[config.mk]
export PLATFORM = sky130hd
export DESIGN_NAME = lora_spreading_factor_adapter
export DESIGN_NICKNAME = d
export VERILOG_FILES = /design/src/sv/lsfa_pkg.sv /design/src/sv/lsfa_divider.sv /design/src/sv/lsfa_datapath.sv /design/src/sv/lsfa_ctrl.sv /design/src/sv/lora_spreading_factor_adapter.sv
export SDC_FILE = /design/constraint.sdc
export NUM_CORES = 2
export LEC_CHECK = 0
export BUFFER_PORTS_ARGS = -buffer_cell sky130_fd_sc_hd__buf_2
export CORE_MARGIN = 2
export CORE_UTILIZATION = 30
export CTS_CLUSTER_DIAMETER = 80
export DETAILED_ROUTE_END_ITERATION = 7
export SLEW_MARGIN = 15
export SYNTH_ARGS = -nofsm -noshare
export SYNTH_HDL_FRONTEND = slang
export SYNTH_SLANG_ARGS = --single-unit
[constraint.sdc]
create_clock -name clk_i -period 16.62 [get_ports clk_i]
set_input_delay 3.324 -clock clk_i [delete_from_list [all_inputs] [get_ports clk_i]]
set_output_delay 3.324 -clock clk_i [all_outputs]
set_load 0.01 [all_outputs]
[src/sv/lsfa_pkg.sv]
// Shared types, constants and helper functions for the LoRa spreading-factor adapter.
// Used by every module of the block but the divider; depends on nothing.
package lsfa_pkg;

  // Default history depth and the fixed port widths.
  localparam int HistDepthDef = 16;
  localparam int KindW        = 3;
  localparam int InDataW      = 24;
  localparam int OutDataW     = 128;
  localparam int CfgIdxW      = 3;
  localparam int CfgDataW     = 32;

  // Spreading factor range and the minimum history for a re-evaluation to change the SF.
  localparam logic [3:0] SfLo       = 4'd7;
  localparam logic [3:0] SfHi       = 4'd12;
  localparam int         MinEntries = 5;

  // Strategy thresholds.
  localparam logic signed [7:0] RssiConsRaise = -8'sd112;
  localparam logic signed [7:0] RssiConsLower = -8'sd90;
  localparam logic signed [7:0] RssiBalLower  = -8'sd80;
  localparam logic signed [7:0] RssiFloor     = -8'sd115;
  localparam logic signed [7:0] SnrConsRaise  = 8'sd10;
  localparam logic signed [7:0] SnrConsLower  = 8'sd15;
  localparam logic signed [7:0] SnrBalLower   = 8'sd10;
  localparam logic signed [7:0] SnrFloor      = -8'sd5;

  typedef enum logic [2:0] {
    KIND_TX    = 3'd0,
    KIND_RX    = 3'd1,
    KIND_ACK   = 3'd2,
    KIND_TICK  = 3'd3,
    KIND_CLEAR = 3'd4,
    KIND_FORCE = 3'd5
  } kind_e;

  typedef enum logic [2:0] {
    CFG_STRATEGY = 3'd0,
    CFG_LOWEST   = 3'd1,
    CFG_HIGHEST  = 3'd2,
    CFG_PERIOD   = 3'd3,
    CFG_TARGET   = 3'd4
  } cfg_idx_e;

  typedef enum logic [1:0] {
    STRAT_CONS  = 2'd0,
    STRAT_BAL   = 2'd1,
    STRAT_AGGR  = 2'd2,
    STRAT_ADAPT = 2'd3
  } strategy_e;

  typedef enum logic [1:0] {
    DIV_RSSI = 2'd0,
    DIV_SNR  = 2'd1,
    DIV_RATE = 2'd2
  } div_sel_e;

  typedef enum logic [3:0] {
    ST_IDLE,
    ST_EXEC,
    ST_SWEEP,
    ST_DRAIN,
    ST_DIV_A,
    ST_WAIT_A,
    ST_DIV_B,
    ST_WAIT_B,
    ST_TICK_CHK,
    ST_EV_P,
    ST_EV_K1,
    ST_EV_K2,
    ST_EV_APPLY,
    ST_DONE
  } state_e;

  // Commands from the controller to the datapath.
  typedef struct packed {
    logic     latch;
    logic     exec;
    logic     sweep_run;
    logic     div_start;
    div_sel_e div_sel;
    logic     div_store;
    logic     ev_p;
    logic     ev_k1;
    logic     ev_k2;
    logic     ev_apply;
    logic     out_load;
  } cmd_t;

  // Status from the datapath to the controller.
  typedef struct packed {
    kind_e kind;
    logic  hist_empty;
    logic  sweep_last;
    logic  div_done;
    logic  tick_due;
    logic  out_free;
  } sts_t;

  // Packet airtime in milliseconds per spreading factor; zero outside 7..12.
  function automatic logic [10:0] airtime_ms(logic [3:0] sf);
    logic [10:0] a;
    case (sf)
      4'd7:    a = 11'd41;
      4'd8:    a = 11'd72;
      4'd9:    a = 11'd144;
      4'd10:   a = 11'd297;
      4'd11:   a = 11'd582;
      4'd12:   a = 11'd1152;
      default: a = 11'd0;
    endcase
    return a;
  endfunction

  function automatic logic [3:0] clamp_sf(logic [3:0] v, logic [3:0] lo, logic [3:0] hi);
    return (v < lo) ? lo : ((v > hi) ? hi : v);
  endfunction

  function automatic logic [3:0] bound_hi(logic [3:0] highest);
    return clamp_sf(highest, SfLo, SfHi);
  endfunction

  function automatic logic [3:0] bound_lo(logic [3:0] lowest, logic [3:0] highest);
    logic [3:0] c;
    logic [3:0] h;
    c = clamp_sf(lowest, SfLo, SfHi);
    h = bound_hi(highest);
    return (c > h) ? h : c;
  endfunction

  function automatic logic [3:0] step_up(logic [3:0] s);
    return (s < SfHi) ? s + 4'd1 : s;
  endfunction

  function automatic logic [3:0] step_down(logic [3:0] s);
    return (s > SfLo) ? s - 4'd1 : s;
  endfunction

  // Strategy decision; low and high are the duty-cycle comparisons.
  function automatic logic [3:0] next_sf(logic [1:0] mode, logic [3:0] sf, logic [6:0] rate,
                                         logic signed [7:0] rs, logic signed [7:0] sn,
                                         logic low, logic high,
                                         logic [3:0] lo, logic [3:0] hi);
    logic [3:0] rec;
    rec = sf;
    case (strategy_e'(mode))
      STRAT_CONS: begin
        if (rate < 7'd95 || rs < RssiConsRaise || sn < SnrConsRaise) begin
          rec = step_up(rec);
        end else if (rate >= 7'd99 && rs > RssiConsLower && sn > SnrConsLower) begin
          rec = step_down(rec);
        end
      end
      STRAT_AGGR: begin
        if (rate >= 7'd70 && rs > RssiFloor && sn > SnrFloor) begin
          rec = step_down(rec);
        end else if (rate < 7'd50) begin
          rec = step_up(rec);
        end
      end
      default: begin
        // Adaptive applies the duty-cycle rule first, then the balanced rule.
        if (strategy_e'(mode) == STRAT_ADAPT) begin
          if (low) begin
            if (rate < 7'd98) begin
              rec = step_up(rec);
            end
          end else if (high) begin
            if (rate > 7'd95) begin
              rec = step_down(rec);
            end
          end
        end
        if (rate < 7'd70) begin
          rec = step_up(rec);
        end else if (rate > 7'd95 && rs > RssiBalLower && sn > SnrBalLower) begin
          rec = step_down(rec);
        end else if (rs < RssiFloor || sn < SnrFloor) begin
          rec = step_up(rec);
        end
      end
    endcase
    return clamp_sf(rec, lo, hi);
  endfunction

endpackage

[src/sv/lsfa_divider.sv]
// Restoring unsigned divider, one quotient bit per cycle.
// Uses no package; instantiated by lsfa_datapath.
module lsfa_divider #(
  parameter int NumW = 12,
  parameter int DenW = 5
) (
  input  logic            clk_i,
  input  logic            rst_ni,
  input  logic            start_i,
  input  logic [NumW-1:0] numer_i,
  input  logic [DenW-1:0] denom_i,
  output logic            done_o,
  output logic [NumW-1:0] quot_o
);

  localparam int CntW = $clog2(NumW + 1);

  logic [CntW-1:0] cnt_q;
  logic [NumW-1:0] quo_q;
  logic [DenW-1:0] rem_q;
  logic [DenW-1:0] den_q;
  logic            done_q;
  logic [DenW:0]   trial;
  logic            fits;

  // One trial subtraction per cycle.
  assign trial = {rem_q, quo_q[NumW-1]};
  assign fits  = (trial >= {1'b0, den_q});

  always_ff @(posedge clk_i or negedge rst_ni) begin
    if (!rst_ni) begin
      cnt_q  <= '0;
      done_q <= 1'b0;
    end else begin
      done_q <= 1'b0;
      if (start_i) begin
        cnt_q <= CntW'(NumW);
      end else if (cnt_q != '0) begin
        cnt_q <= cnt_q - 1'b1;
        if (cnt_q == CntW'(1)) begin
          done_q <= 1'b1;
        end
      end
    end
  end

  // Operand and partial remainder registers.
  always_ff @(posedge clk_i) begin
    if (start_i) begin
      quo_q <= numer_i;
      rem_q <= '0;
      den_q <= denom_i;
    end else if (cnt_q != '0) begin
      quo_q <= {quo_q[NumW-2:0], fits};
      rem_q <= fits ? DenW'(trial - {1'b0, den_q}) : trial[DenW-1:0];
    end
  end

  assign done_o = done_q;
  assign quot_o = quo_q;

endmodule

[src/sv/lsfa_datapath.sv]
// Datapath: configuration, history memory, statistics, sweep, evaluation and result word.
// Depends on lsfa_pkg and lsfa_divider.
module lsfa_datapath #(
  parameter int HistDepth = lsfa_pkg::HistDepthDef
) (
  input  logic                           clk_i,
  input  logic                           rst_ni,
  input  lsfa_pkg::cmd_t                 cmd_i,
  output lsfa_pkg::sts_t                 sts_o,
  input  logic [lsfa_pkg::InDataW-1:0]   in_data_i,
  input  logic [lsfa_pkg::KindW-1:0]     in_kind_i,
  input  logic                           cfg_valid_i,
  input  logic [lsfa_pkg::CfgIdxW-1:0]   cfg_index_i,
  input  logic [lsfa_pkg::CfgDataW-1:0]  cfg_data_i,
  input  logic                           out_ready_i,
  output logic                           out_valid_o,
  output logic [lsfa_pkg::OutDataW-1:0]  out_data_o
);

  localparam int IdxW = $clog2(HistDepth);
  localparam int CntW = $clog2(HistDepth + 1);
  localparam int SumW = 8 + CntW;

  // Configuration registers.
  logic [1:0]  strat_q;
  logic [3:0]  lowest_q;
  logic [3:0]  highest_q;
  logic [31:0] period_q;
  logic [6:0]  target_q;

  // Latched item.
  lsfa_pkg::kind_e   kind_q;
  logic [3:0]        sfv_q;
  logic signed [7:0] rssi_in_q;
  logic signed [7:0] snr_in_q;
  logic              ack_q;

  // Statistics state.
  logic [IdxW-1:0]   ws_q;
  logic [CntW-1:0]   fill_q;
  logic [3:0]        sf_q;
  logic signed [7:0] rssi_mean_q;
  logic signed [7:0] snr_mean_q;
  logic [6:0]        rate_q;
  logic [31:0]       sent_q;
  logic [31:0]       acked_q;
  logic [31:0]       lost_q;
  logic [31:0]       airtime_q;
  logic [31:0]       window_q;
  logic [31:0]       since_q;
  logic              upd_q;

  // History memory.
  logic              success_mem [HistDepth];
  logic signed [7:0] rssi_mem    [HistDepth];
  logic signed [7:0] snr_mem     [HistDepth];

  // Sweep and accumulation.
  logic [CntW-1:0]       idx_q;
  logic                  rd_vld_q;
  logic                  succ_rd_q;
  logic signed [7:0]     rssi_rd_q;
  logic signed [7:0]     snr_rd_q;
  logic signed [SumW-1:0] rssi_sum_q;
  logic signed [SumW-1:0] snr_sum_q;
  logic [CntW-1:0]       good_q;

  // Evaluation products.
  logic [38:0] p_q;
  logic [38:0] k1_q;
  logic [38:0] k2_q;
  logic [5:0]  half_q;
  logic [6:0]  m_q;

  // Result register.
  logic                          out_vld_q;
  logic [lsfa_pkg::OutDataW-1:0] out_q;

  // Combinational helpers.
  logic [3:0]      lo_b;
  logic [3:0]      hi_b;
  logic [3:0]      cfg_lowest;
  logic [3:0]      cfg_highest;
  logic [IdxW-1:0] ws_next;
  logic [IdxW-1:0] newest;
  logic [32:0]     air_sum;
  logic [6:0]      tclamp;
  logic [9:0]      nine_t;
  logic [17:0]     m_prod;
  logic [37:0]     k1_w;
  logic [38:0]     k2_w;
  logic [38:0]     p_w;
  logic            duty_low;
  logic            duty_high;
  logic [3:0]      eval_sf;
  logic            cfg_sf_we;
  logic [SumW-1:0] rssi_mag;
  logic [SumW-1:0] snr_mag;
  logic [SumW-1:0] good_x100;
  logic [SumW-1:0] div_numer;
  logic [SumW-1:0] div_quot;
  logic            div_done;
  logic [SumW-1:0] signed_q;
  logic            neg_sel;

  assign lo_b    = lsfa_pkg::bound_lo(lowest_q, highest_q);
  assign hi_b    = lsfa_pkg::bound_hi(highest_q);
  assign ws_next = (ws_q == IdxW'(HistDepth - 1)) ? '0 : ws_q + 1'b1;
  assign newest  = (ws_q == '0) ? IdxW'(HistDepth - 1) : ws_q - 1'b1;
  assign air_sum = {1'b0, airtime_q} + 33'(lsfa_pkg::airtime_ms(sfv_q));

  // Target duty clamp, half of it, and floor(9T/10)+1 by reciprocal (exact below 1024).
  assign tclamp = (target_q == '0) ? 7'd1 : ((target_q > 7'd100) ? 7'd100 : target_q);
  assign nine_t = 10'(tclamp) * 10'd9;
  assign m_prod = 18'(nine_t) * 18'd205;

  // Duty products: duty < T/2 iff 100A < (T/2)W, 10*duty > 9T iff 100A >= mW.
  assign p_w  = 39'(airtime_q) * 39'd100;
  assign k1_w = window_q * half_q;
  assign k2_w = window_q * m_q;
  assign duty_low  = (window_q == '0) ? (half_q != '0) : (p_q < k1_q);
  assign duty_high = (window_q != '0) && (p_q >= k2_q);
  assign eval_sf   = lsfa_pkg::next_sf(strat_q, sf_q, rate_q, rssi_mean_q, snr_mean_q,
                                       duty_low, duty_high, lo_b, hi_b);

  // New bounds seen by a configuration write of either SF limit.
  assign cfg_lowest  = (lsfa_pkg::cfg_idx_e'(cfg_index_i) == lsfa_pkg::CFG_LOWEST)
                       ? cfg_data_i[3:0] : lowest_q;
  assign cfg_highest = (lsfa_pkg::cfg_idx_e'(cfg_index_i) == lsfa_pkg::CFG_HIGHEST)
                       ? cfg_data_i[3:0] : highest_q;
  assign cfg_sf_we   = cfg_valid_i &&
                       (lsfa_pkg::cfg_idx_e'(cfg_index_i) == lsfa_pkg::CFG_LOWEST ||
                        lsfa_pkg::cfg_idx_e'(cfg_index_i) == lsfa_pkg::CFG_HIGHEST);

  // Divider operands.
  assign rssi_mag  = rssi_sum_q[SumW-1] ? SumW'(-rssi_sum_q) : rssi_sum_q;
  assign snr_mag   = snr_sum_q[SumW-1] ? SumW'(-snr_sum_q) : snr_sum_q;
  assign good_x100 = SumW'(good_q) * SumW'(100);

  always_comb begin
    unique case (cmd_i.div_sel)
      lsfa_pkg::DIV_RSSI: begin
        div_numer = rssi_mag;
        neg_sel   = rssi_sum_q[SumW-1];
      end
      lsfa_pkg::DIV_SNR: begin
        div_numer = snr_mag;
        neg_sel   = snr_sum_q[SumW-1];
      end
      default: begin
        div_numer = good_x100;
        neg_sel   = 1'b0;
      end
    endcase
  end

  assign signed_q = neg_sel ? SumW'(-div_quot) : div_quot;

  lsfa_divider #(
    .NumW (SumW),
    .DenW (CntW)
  ) u_div (
    .clk_i   (clk_i),
    .rst_ni  (rst_ni),
    .start_i (cmd_i.div_start),
    .numer_i (div_numer),
    .denom_i (fill_q),
    .done_o  (div_done),
    .quot_o  (div_quot)
  );

  // Item payload capture.
  always_ff @(posedge clk_i) begin
    if (cmd_i.latch) begin
      sfv_q     <= in_data_i[3:0];
      rssi_in_q <= in_data_i[11:4];
      snr_in_q  <= in_data_i[19:12];
      ack_q     <= in_data_i[20];
    end
  end

  // History memory: one write port, one registered read port per array.
  always_ff @(posedge clk_i) begin
    if (cmd_i.exec && kind_q == lsfa_pkg::KIND_TX) begin
      success_mem[ws_q] <= 1'b0;
      rssi_mem[ws_q]    <= '0;
      snr_mem[ws_q]     <= '0;
    end else if (cmd_i.exec && kind_q == lsfa_pkg::KIND_RX && fill_q != '0) begin
      rssi_mem[newest] <= rssi_in_q;
      snr_mem[newest]  <= snr_in_q;
    end else if (cmd_i.exec && kind_q == lsfa_pkg::KIND_ACK && fill_q != '0) begin
      success_mem[newest] <= ack_q;
    end
    if (cmd_i.sweep_run) begin
      succ_rd_q <= success_mem[idx_q[IdxW-1:0]];
      rssi_rd_q <= rssi_mem[idx_q[IdxW-1:0]];
      snr_rd_q  <= snr_mem[idx_q[IdxW-1:0]];
    end
  end

  // Sweep accumulators, cleared by the execute step.
  always_ff @(posedge clk_i) begin
    if (cmd_i.exec) begin
      rssi_sum_q <= '0;
      snr_sum_q  <= '0;
      good_q     <= '0;
    end else if (rd_vld_q) begin
      rssi_sum_q <= rssi_sum_q + SumW'(rssi_rd_q);
      snr_sum_q  <= snr_sum_q + SumW'(snr_rd_q);
      good_q     <= good_q + CntW'(succ_rd_q);
    end
  end

  // Evaluation product stages.
  always_ff @(posedge clk_i) begin
    if (cmd_i.ev_p) begin
      p_q    <= p_w;
      half_q <= tclamp[6:1];
      m_q    <= m_prod[17:11] + 7'd1;
    end
    if (cmd_i.ev_k1) begin
      k1_q <= 39'(k1_w);
    end
    if (cmd_i.ev_k2) begin
      k2_q <= k2_w;
    end
  end

  // Result word payload.
  always_ff @(posedge clk_i) begin
    if (cmd_i.out_load) begin
      out_q <= {4'b0, lost_q, acked_q, sent_q, snr_mean_q, rssi_mean_q, rate_q, upd_q, sf_q};
    end
  end

  // Control and statistics state.
  always_ff @(posedge clk_i or negedge rst_ni) begin
    if (!rst_ni) begin
      strat_q     <= lsfa_pkg::STRAT_BAL;
      lowest_q    <= 4'd7;
      highest_q   <= 4'd12;
      period_q    <= 32'd30000;
      target_q    <= 7'd80;
      kind_q      <= lsfa_pkg::KIND_TX;
      ws_q        <= '0;
      fill_q      <= '0;
      sf_q        <= lsfa_pkg::SfLo;
      rssi_mean_q <= '0;
      snr_mean_q  <= '0;
      rate_q      <= '0;
      sent_q      <= '0;
      acked_q     <= '0;
      lost_q      <= '0;
      airtime_q   <= '0;
      window_q    <= '0;
      since_q     <= '0;
      upd_q       <= 1'b0;
      idx_q       <= '0;
      rd_vld_q    <= 1'b0;
      out_vld_q   <= 1'b0;
    end else begin
      rd_vld_q <= cmd_i.sweep_run;
      if (cmd_i.latch) begin
        kind_q <= lsfa_pkg::kind_e'(in_kind_i);
        upd_q  <= 1'b0;
      end
      if (cmd_i.sweep_run) begin
        idx_q <= idx_q + 1'b1;
      end
      // Execute-step update for each kind of item.
      if (cmd_i.exec) begin
        idx_q <= '0;
        unique case (kind_q)
          lsfa_pkg::KIND_TX: begin
            sent_q    <= sent_q + 32'd1;
            airtime_q <= air_sum[32] ? '1 : air_sum[31:0];
            ws_q      <= ws_next;
            if (fill_q != CntW'(HistDepth)) begin
              fill_q <= fill_q + 1'b1;
            end
          end
          lsfa_pkg::KIND_ACK: begin
            if (ack_q) begin
              acked_q <= acked_q + 32'd1;
            end else begin
              lost_q <= lost_q + 32'd1;
            end
          end
          lsfa_pkg::KIND_TICK: begin
            window_q <= window_q + 32'd1;
            since_q  <= since_q + 32'd1;
          end
          lsfa_pkg::KIND_CLEAR: begin
            ws_q        <= '0;
            fill_q      <= '0;
            rssi_mean_q <= '0;
            snr_mean_q  <= '0;
            rate_q      <= '0;
            sent_q      <= '0;
            acked_q     <= '0;
            lost_q      <= '0;
            airtime_q   <= '0;
            window_q    <= '0;
            sf_q        <= lsfa_pkg::SfHi;
          end
          lsfa_pkg::KIND_FORCE: begin
            sf_q <= lsfa_pkg::clamp_sf(sfv_q, lo_b, hi_b);
          end
          default: begin
          end
        endcase
      end
      // Re-evaluation finishes: new SF if enough history, window restarts.
      if (cmd_i.ev_apply) begin
        if (fill_q >= CntW'(lsfa_pkg::MinEntries)) begin
          sf_q <= eval_sf;
        end
        since_q   <= '0;
        window_q  <= '0;
        airtime_q <= '0;
        upd_q     <= 1'b1;
      end
      // Store a finished quotient.
      if (cmd_i.div_store) begin
        unique case (cmd_i.div_sel)
          lsfa_pkg::DIV_RSSI: rssi_mean_q <= signed_q[7:0];
          lsfa_pkg::DIV_SNR:  snr_mean_q  <= signed_q[7:0];
          default:            rate_q      <= div_quot[6:0];
        endcase
      end
      // Configuration writes; an SF limit write also clamps the current SF.
      if (cfg_valid_i) begin
        unique case (lsfa_pkg::cfg_idx_e'(cfg_index_i))
          lsfa_pkg::CFG_STRATEGY: strat_q   <= cfg_data_i[1:0];
          lsfa_pkg::CFG_LOWEST:   lowest_q  <= cfg_data_i[3:0];
          lsfa_pkg::CFG_HIGHEST:  highest_q <= cfg_data_i[3:0];
          lsfa_pkg::CFG_PERIOD:   period_q  <= cfg_data_i;
          lsfa_pkg::CFG_TARGET:   target_q  <= cfg_data_i[6:0];
          default: begin
          end
        endcase
      end
      if (cfg_sf_we) begin
        sf_q <= lsfa_pkg::clamp_sf(sf_q, lsfa_pkg::bound_lo(cfg_lowest, cfg_highest),
                                   lsfa_pkg::bound_hi(cfg_highest));
      end
      // Result register handshake.
      if (cmd_i.out_load) begin
        out_vld_q <= 1'b1;
      end else if (out_ready_i) begin
        out_vld_q <= 1'b0;
      end
    end
  end

  // Status back to the controller.
  assign sts_o.kind       = kind_q;
  assign sts_o.hist_empty = (fill_q == '0);
  assign sts_o.sweep_last = (idx_q == fill_q - 1'b1);
  assign sts_o.div_done   = div_done;
  assign sts_o.tick_due   = (since_q >= period_q);
  assign sts_o.out_free   = !out_vld_q || out_ready_i;

  assign out_valid_o = out_vld_q;
  assign out_data_o  = out_q;

endmodule

[src/sv/lsfa_ctrl.sv]
// Controller state machine sequencing the datapath for one item at a time.
// Depends on lsfa_pkg.
module lsfa_ctrl (
  input  logic           clk_i,
  input  logic           rst_ni,
  input  logic           in_valid_i,
  output logic           in_ready_o,
  input  lsfa_pkg::sts_t sts_i,
  output lsfa_pkg::cmd_t cmd_o
);

  lsfa_pkg::state_e state_q;
  lsfa_pkg::state_e state_d;
  logic             is_ack;

  assign is_ack = (sts_i.kind == lsfa_pkg::KIND_ACK);

  // State register.
  always_ff @(posedge clk_i or negedge rst_ni) begin
    if (!rst_ni) begin
      state_q <= lsfa_pkg::ST_IDLE;
    end else begin
      state_q <= state_d;
    end
  end

  // Next state and commands.
  always_comb begin
    state_d       = state_q;
    cmd_o         = '0;
    cmd_o.div_sel = is_ack ? lsfa_pkg::DIV_RATE : lsfa_pkg::DIV_RSSI;
    in_ready_o    = 1'b0;
    unique case (state_q)
      lsfa_pkg::ST_IDLE: begin
        in_ready_o = 1'b1;
        if (in_valid_i) begin
          cmd_o.latch = 1'b1;
          state_d     = lsfa_pkg::ST_EXEC;
        end
      end
      lsfa_pkg::ST_EXEC: begin
        cmd_o.exec = 1'b1;
        unique case (sts_i.kind) inside
          lsfa_pkg::KIND_RX, lsfa_pkg::KIND_ACK: begin
            state_d = sts_i.hist_empty ? lsfa_pkg::ST_DONE : lsfa_pkg::ST_SWEEP;
          end
          lsfa_pkg::KIND_TICK: state_d = lsfa_pkg::ST_TICK_CHK;
          default:             state_d = lsfa_pkg::ST_DONE;
        endcase
      end
      lsfa_pkg::ST_SWEEP: begin
        cmd_o.sweep_run = 1'b1;
        if (sts_i.sweep_last) begin
          state_d = lsfa_pkg::ST_DRAIN;
        end
      end
      lsfa_pkg::ST_DRAIN: state_d = lsfa_pkg::ST_DIV_A;
      lsfa_pkg::ST_DIV_A: begin
        cmd_o.div_start = 1'b1;
        state_d         = lsfa_pkg::ST_WAIT_A;
      end
      lsfa_pkg::ST_WAIT_A: begin
        if (sts_i.div_done) begin
          cmd_o.div_store = 1'b1;
          state_d         = is_ack ? lsfa_pkg::ST_DONE : lsfa_pkg::ST_DIV_B;
        end
      end
      lsfa_pkg::ST_DIV_B: begin
        cmd_o.div_sel   = lsfa_pkg::DIV_SNR;
        cmd_o.div_start = 1'b1;
        state_d         = lsfa_pkg::ST_WAIT_B;
      end
      lsfa_pkg::ST_WAIT_B: begin
        cmd_o.div_sel = lsfa_pkg::DIV_SNR;
        if (sts_i.div_done) begin
          cmd_o.div_store = 1'b1;
          state_d         = lsfa_pkg::ST_DONE;
        end
      end
      lsfa_pkg::ST_TICK_CHK: begin
        state_d = sts_i.tick_due ? lsfa_pkg::ST_EV_P : lsfa_pkg::ST_DONE;
      end
      lsfa_pkg::ST_EV_P: begin
        cmd_o.ev_p = 1'b1;
        state_d    = lsfa_pkg::ST_EV_K1;
      end
      lsfa_pkg::ST_EV_K1: begin
        cmd_o.ev_k1 = 1'b1;
        state_d     = lsfa_pkg::ST_EV_K2;
      end
      lsfa_pkg::ST_EV_K2: begin
        cmd_o.ev_k2 = 1'b1;
        state_d     = lsfa_pkg::ST_EV_APPLY;
      end
      lsfa_pkg::ST_EV_APPLY: begin
        cmd_o.ev_apply = 1'b1;
        state_d        = lsfa_pkg::ST_DONE;
      end
      lsfa_pkg::ST_DONE: begin
        if (sts_i.out_free) begin
          cmd_o.out_load = 1'b1;
          state_d        = lsfa_pkg::ST_IDLE;
        end
      end
      default: state_d = lsfa_pkg::ST_IDLE;
    endcase
  end

endmodule

[src/sv/lora_spreading_factor_adapter.sv]
// Top level of the adaptive LoRa spreading-factor adapter.
// Depends on lsfa_pkg, lsfa_ctrl and lsfa_datapath.
//
//   Channel  Direction  Word contents
//   s_axis   in         tuser kind; tdata sf_value, rssi_dbm, snr_db, ack_ok
//   m_axis   out        tdata rec_sf ... lost_count, one word per input word
//   cfg      in         register index and write data, always ready
//
// Steps per word: the word is latched, then executed. Transmit, clear, force SF and
// unused kinds then load the result; a tick checks its period and, if due, runs the
// P, K1, K2 and apply steps; a receive or an ack loads at once if the history is
// empty, else sweeps the history, then the bit-serial divider gives the success rate
// for an ack, or the mean RSSI and then the mean SNR for a receive.
// Reset needs no clearing pass: only entries below the fill level are ever read.
// One result word is held at the output; with it still unread, the next word's
// processing waits in its last step before loading a new result.
module lora_spreading_factor_adapter #(
  parameter int HistoryDepth = lsfa_pkg::HistDepthDef
) (
  input  logic                          clk_i,
  input  logic                          rst_ni,
  input  logic                          s_axis_tvalid,
  output logic                          s_axis_tready,
  input  logic [lsfa_pkg::InDataW-1:0]  s_axis_tdata,   // sf_value, rssi_dbm, snr_db, ack_ok
  input  logic [lsfa_pkg::KindW-1:0]    s_axis_tuser,   // kind
  output logic                          m_axis_tvalid,
  input  logic                          m_axis_tready,
  // rec_sf, sf_updated, success_percent, mean_rssi, mean_snr,
  // sent_count, acked_count, lost_count
  output logic [lsfa_pkg::OutDataW-1:0] m_axis_tdata,
  input  logic                          cfg_valid_i,
  output logic                          cfg_ready_o,
  input  logic [lsfa_pkg::CfgIdxW-1:0]  cfg_index_i,
  input  logic [lsfa_pkg::CfgDataW-1:0] cfg_data_i
);

  lsfa_pkg::cmd_t cmd;
  lsfa_pkg::sts_t sts;

  assign cfg_ready_o = 1'b1;

  lsfa_ctrl u_ctrl (
    .clk_i      (clk_i),
    .rst_ni     (rst_ni),
    .in_valid_i (s_axis_tvalid),
    .in_ready_o (s_axis_tready),
    .sts_i      (sts),
    .cmd_o      (cmd)
  );

  lsfa_datapath #(
    .HistDepth (HistoryDepth)
  ) u_dp (
    .clk_i       (clk_i),
    .rst_ni      (rst_ni),
    .cmd_i       (cmd),
    .sts_o       (sts),
    .in_data_i   (s_axis_tdata),
    .in_kind_i   (s_axis_tuser),
    .cfg_valid_i (cfg_valid_i),
    .cfg_index_i (cfg_index_i),
    .cfg_data_i  (cfg_data_i),
    .out_ready_i (m_axis_tready),
    .out_valid_o (m_axis_tvalid),
    .out_data_o  (m_axis_tdata)
  );

  // One word in flight: no new word is taken right after one is accepted.
  a_one_in_flight : assert property (@(posedge clk_i) disable iff (!rst_ni)
    s_axis_tvalid && s_axis_tready |=> !s_axis_tready)
    else $error("input taken while a word is in progress");

  // The reported SF always stays within the LoRa range.
  a_sf_range : assert property (@(posedge clk_i) disable iff (!rst_ni)
    m_axis_tvalid |-> (m_axis_tdata[3:0] >= 4'd7 && m_axis_tdata[3:0] <= 4'd12))
    else $error("reported SF out of range");

  // The success rate is a percentage.
  a_rate_range : assert property (@(posedge clk_i) disable iff (!rst_ni)
    m_axis_tvalid |-> (m_axis_tdata[11:5] <= 7'd100))
    else $error("success percent above 100");

endmodule
==> impl_metrics.toml <==
[outcome]
status = "finished, final reports clean"

[sta]
relSlewSlack_pct = 29.7
setup-tns-final_ps = 0
period_needed_ps = 7430
fmax_mhz = 135
setup_slack_ps = 9190
finalSetupViolCount = 0
hold_viol = 0
hold_ws_ps = 460
worst_pin_slew_ps = 1050
grt_setup_unrepaired = "no"
period_share_pct = 44.7
final-max-slew-violation-count = 0
fin_worst_skew_ps = 88.6

[synth]
syn-instance-count = 5586
synth_seq_cells = 912
synth_commonest_cells = "inv_1 (649), nand2_1 (626), edfxtp_1 (579), ha_1 (474), nor2_1 (391)"
async_reset_ff_share_pct = 32.6
seq_area_frac_synth_pct = 42.8
syn_area_um2 = 59800
synth_top_area_share_pct = 29.1
syn_area_per_cell_um2 = 10.7
yosysWarnings = 0
yosysMostFrequentCell = "inv_1"
ys_top_cells_by_area = "edfxtp_1 (29%), dfrtp_1 (12%), fa_1 (11%)"
synthDistinctLibCells = 96
ys.flop_type = "edfxtp_1"
yosysTopAreaCell = "edfxtp_1"
synth_edf_count = 579

[power_and_ir_drop]
p_leak_nw = 30.1
switching_share_pct = 39.2
seq_power_share_pct = 33.1
power_density_nw_per_um2 = 144
p_clk_share_pct = 23.1
p_switching_mw = 3.79
ir_drop_mv = 0.403
internal_power_mw = 5.87
combPwrFrac_pct = 43.8

[clock_tree]
path_clk_slew_ps = 60
cts-root-buf = "clkbuf_16"
cts_made_buffers = 99
cts.sinks = 912
hold_buffers = 0
cts.path.max_buffers = 3
ctsResizeCount = 0
post_cts_buffers = 0
cts_tree = "built"
htreeDepth = 3
clock_latency_ps = 760

[place]
place_inst = 8263
port_buffers = 189
place_worst_setup_slack_ps = 8590
gp_congestion = 0.878
dp_hpwl_um = 104000

[global_routing]
grt_pass1_vias = 41591
antenna_found_initial = 17
track_usage_pct = 14.0
gr-total-overflow = 0
grt_pass1_wl_um = 228000
grt_max_degree = 140

[routing]
ant_nets = 0
firstDrtPassIters = 5
drt_iter0_markers = 2807
avgViaCountPerCell = 4.86
wl_um = 142000
vias = 41080
avgRoutedWirePerCell_um = 16.8
drc = 0

[finish]
drive_gt1_share_pct = 10.2
final_nets = 6582
final_cells = 8461
areaGrowthSynthToFinish_pct = 12.3
fin_util_pct = 34.0

[worst_setup_path]
worstPathArrival_ps = 8120
rrSetupSlack_ps = 9380
crit_start = "cfg_index_i[0]"
critPathMaxFanout = 8
end_kind = "flop"
critPathRequiredTime_ps = 17310
crit_type = "input pin to flop"
r2r_end = "u_dp.m_q[6]"
reg2reg_depth = 26
timing.rr.start = "u_dp.target_q[2]"
startpoint_type = "input pin"

[hold_path]
hold_start = "u_dp.u_div.rem_q[4]"
holdPathEnd = "u_dp.u_div.rem_q[4]"
hp-class = "flop to flop"
hold_depth = 2

[floorplanning]
rows = 163
start_util_pct = 30.3
die_h_um = 450
die-area_um2 = 203000
die_w_um = 450
ioPinCount = 198
core_area_um2 = 198000

[run]
cap_viol_max_count = 0
-- power groups by stage --
stage,clock (mW),sequential [mW],combinational (mW)
2_1_floorplan,0,3.14,3.20
3_3_place_gp,0,3.23,4.14
3_5_place_dp,0,3.24,4.23
4_1_cts,2.30,3.20,4.26
5_1_grt,2.38,3.24,4.81
6_report,2.23,3.19,4.23
-- routing by layer --
layer / share of wire, % / GRT usage, %
met1: 43 / 17.6
met2: 49 / 23.8
met3: 4.3 / 2.16
met4: 3.9 / 5.76
met5: 0 / 0
-- layout make-up --
type	count	area (um2)
fill	19721	131000
multi-input combinational	3810	31000
sequential	912	25600
tap	2640	3300
clock buffer	131	2660
inverter	654	2450
timing repair buffer	248	1420
clock inverter	57	666
antenna	9	22.5
-- critical path, stage by stage --
cell and delay, ps:
buf_2 130, nand2b_1 160, nor2_1 400, nand2_1 120
o21ai_0 230, o211ai_1 250, inv_1 150, ha_1 240
nor2b_1 130, o21a_1 160, o21a_1 160, o21ai_1 430
mux2i_1 330, ha_1 280, a21o_1 160, a21o_1 170
a21oi_1 420, mux2_2 420, a22oi_1 220, o21ai_1 90
a21oi_1 130
-- through the flow --
stage	total power [mW]	cell area (um2)
after floorplan	6.34	59800
after global placement	7.37	63700
after detailed placement	7.47	63700
after CTS	9.75	67100
after global routing	10.4	67100
final	9.66	67100
-- worst max-delay path by stage --
| stage | end | slack [ps] | cells past startpoint |
|---|---|---|---|
| detailed placement | u_dp.sf_q[2] | 8590 | 21 |
| finish | u_dp.sf_q[2] | 9190 | 21 |
| floorplan | u_dp.out_data_o[0] | 3480 | 2 |
| global placement | u_dp.sf_q[2] | 8640 | 20 |
| CTS | u_dp.m_q[6] | 9380 | 29 |
| global route | u_dp.m_q[6] | 8860 | 26 |
-- cells by family after synthesis --
group	share of synthesized area (%)
AND/OR/NAND/NOR	13.1
flip-flops	42.8
buffers and inverters	5.48
AO/OA/AOI/OAI	8.58
adder cells (fa/ha/maj)	20.5
XOR/XNOR	4.70
multiplexers	4.82
other	0.0126
-- registers in the layout (all words and copies together) (netlist names), 13 cells and up --
register           flops
u_dp.rssi_mem        128
u_dp.k1_q             38
u_dp.acked_q          32
u_dp.success_mem      16
u_dp.out_data_o      124
u_dp.k2_q             39
u_dp.snr_sum_q        13
u_dp.window_q         32
u_dp.since_q          32
u_dp.lost_q           32
u_dp.p_q              37
u_dp.rssi_sum_q       13
u_dp.airtime_q        32
u_dp.u_div.quot_o     13
u_dp.period_q         32
u_dp.sent_q           32
u_dp.snr_mem         128
-- layout by cell type (no fill, tap or decap), types with 28 or more instances in the layout --
| master | instances |
|---|---|
| xor2_1 | 164 |
| xnor2_1 | 155 |
| o21ai_0 | 229 |
| nor2_1 | 385 |
| o21a_1 | 28 |
| mux4_2 | 85 |
| o211ai_1 | 30 |
| dfxtp_1 | 36 |
| dfrtp_1 | 277 |
| and3_1 | 53 |
| a21oi_1 | 276 |
| buf_2 | 188 |
| nor3_1 | 64 |
| nand2b_1 | 58 |
| edfxtp_1 | 579 |
| or3_1 | 49 |
| fa_1 | 316 |
| clkbuf_16 | 100 |
| buf_4 | 57 |
| nand3_1 | 115 |
| nand2_1 | 626 |
| mux2_2 | 55 |
| a31oi_1 | 31 |
| inv_1 | 649 |
| and2_1 | 136 |
| a21o_1 | 52 |
| ha_1 | 474 |
| mux2i_1 | 35 |
| nand4_1 | 48 |
| nor2b_1 | 49 |
No activity file was read; power rests on OpenSTA's default activity.
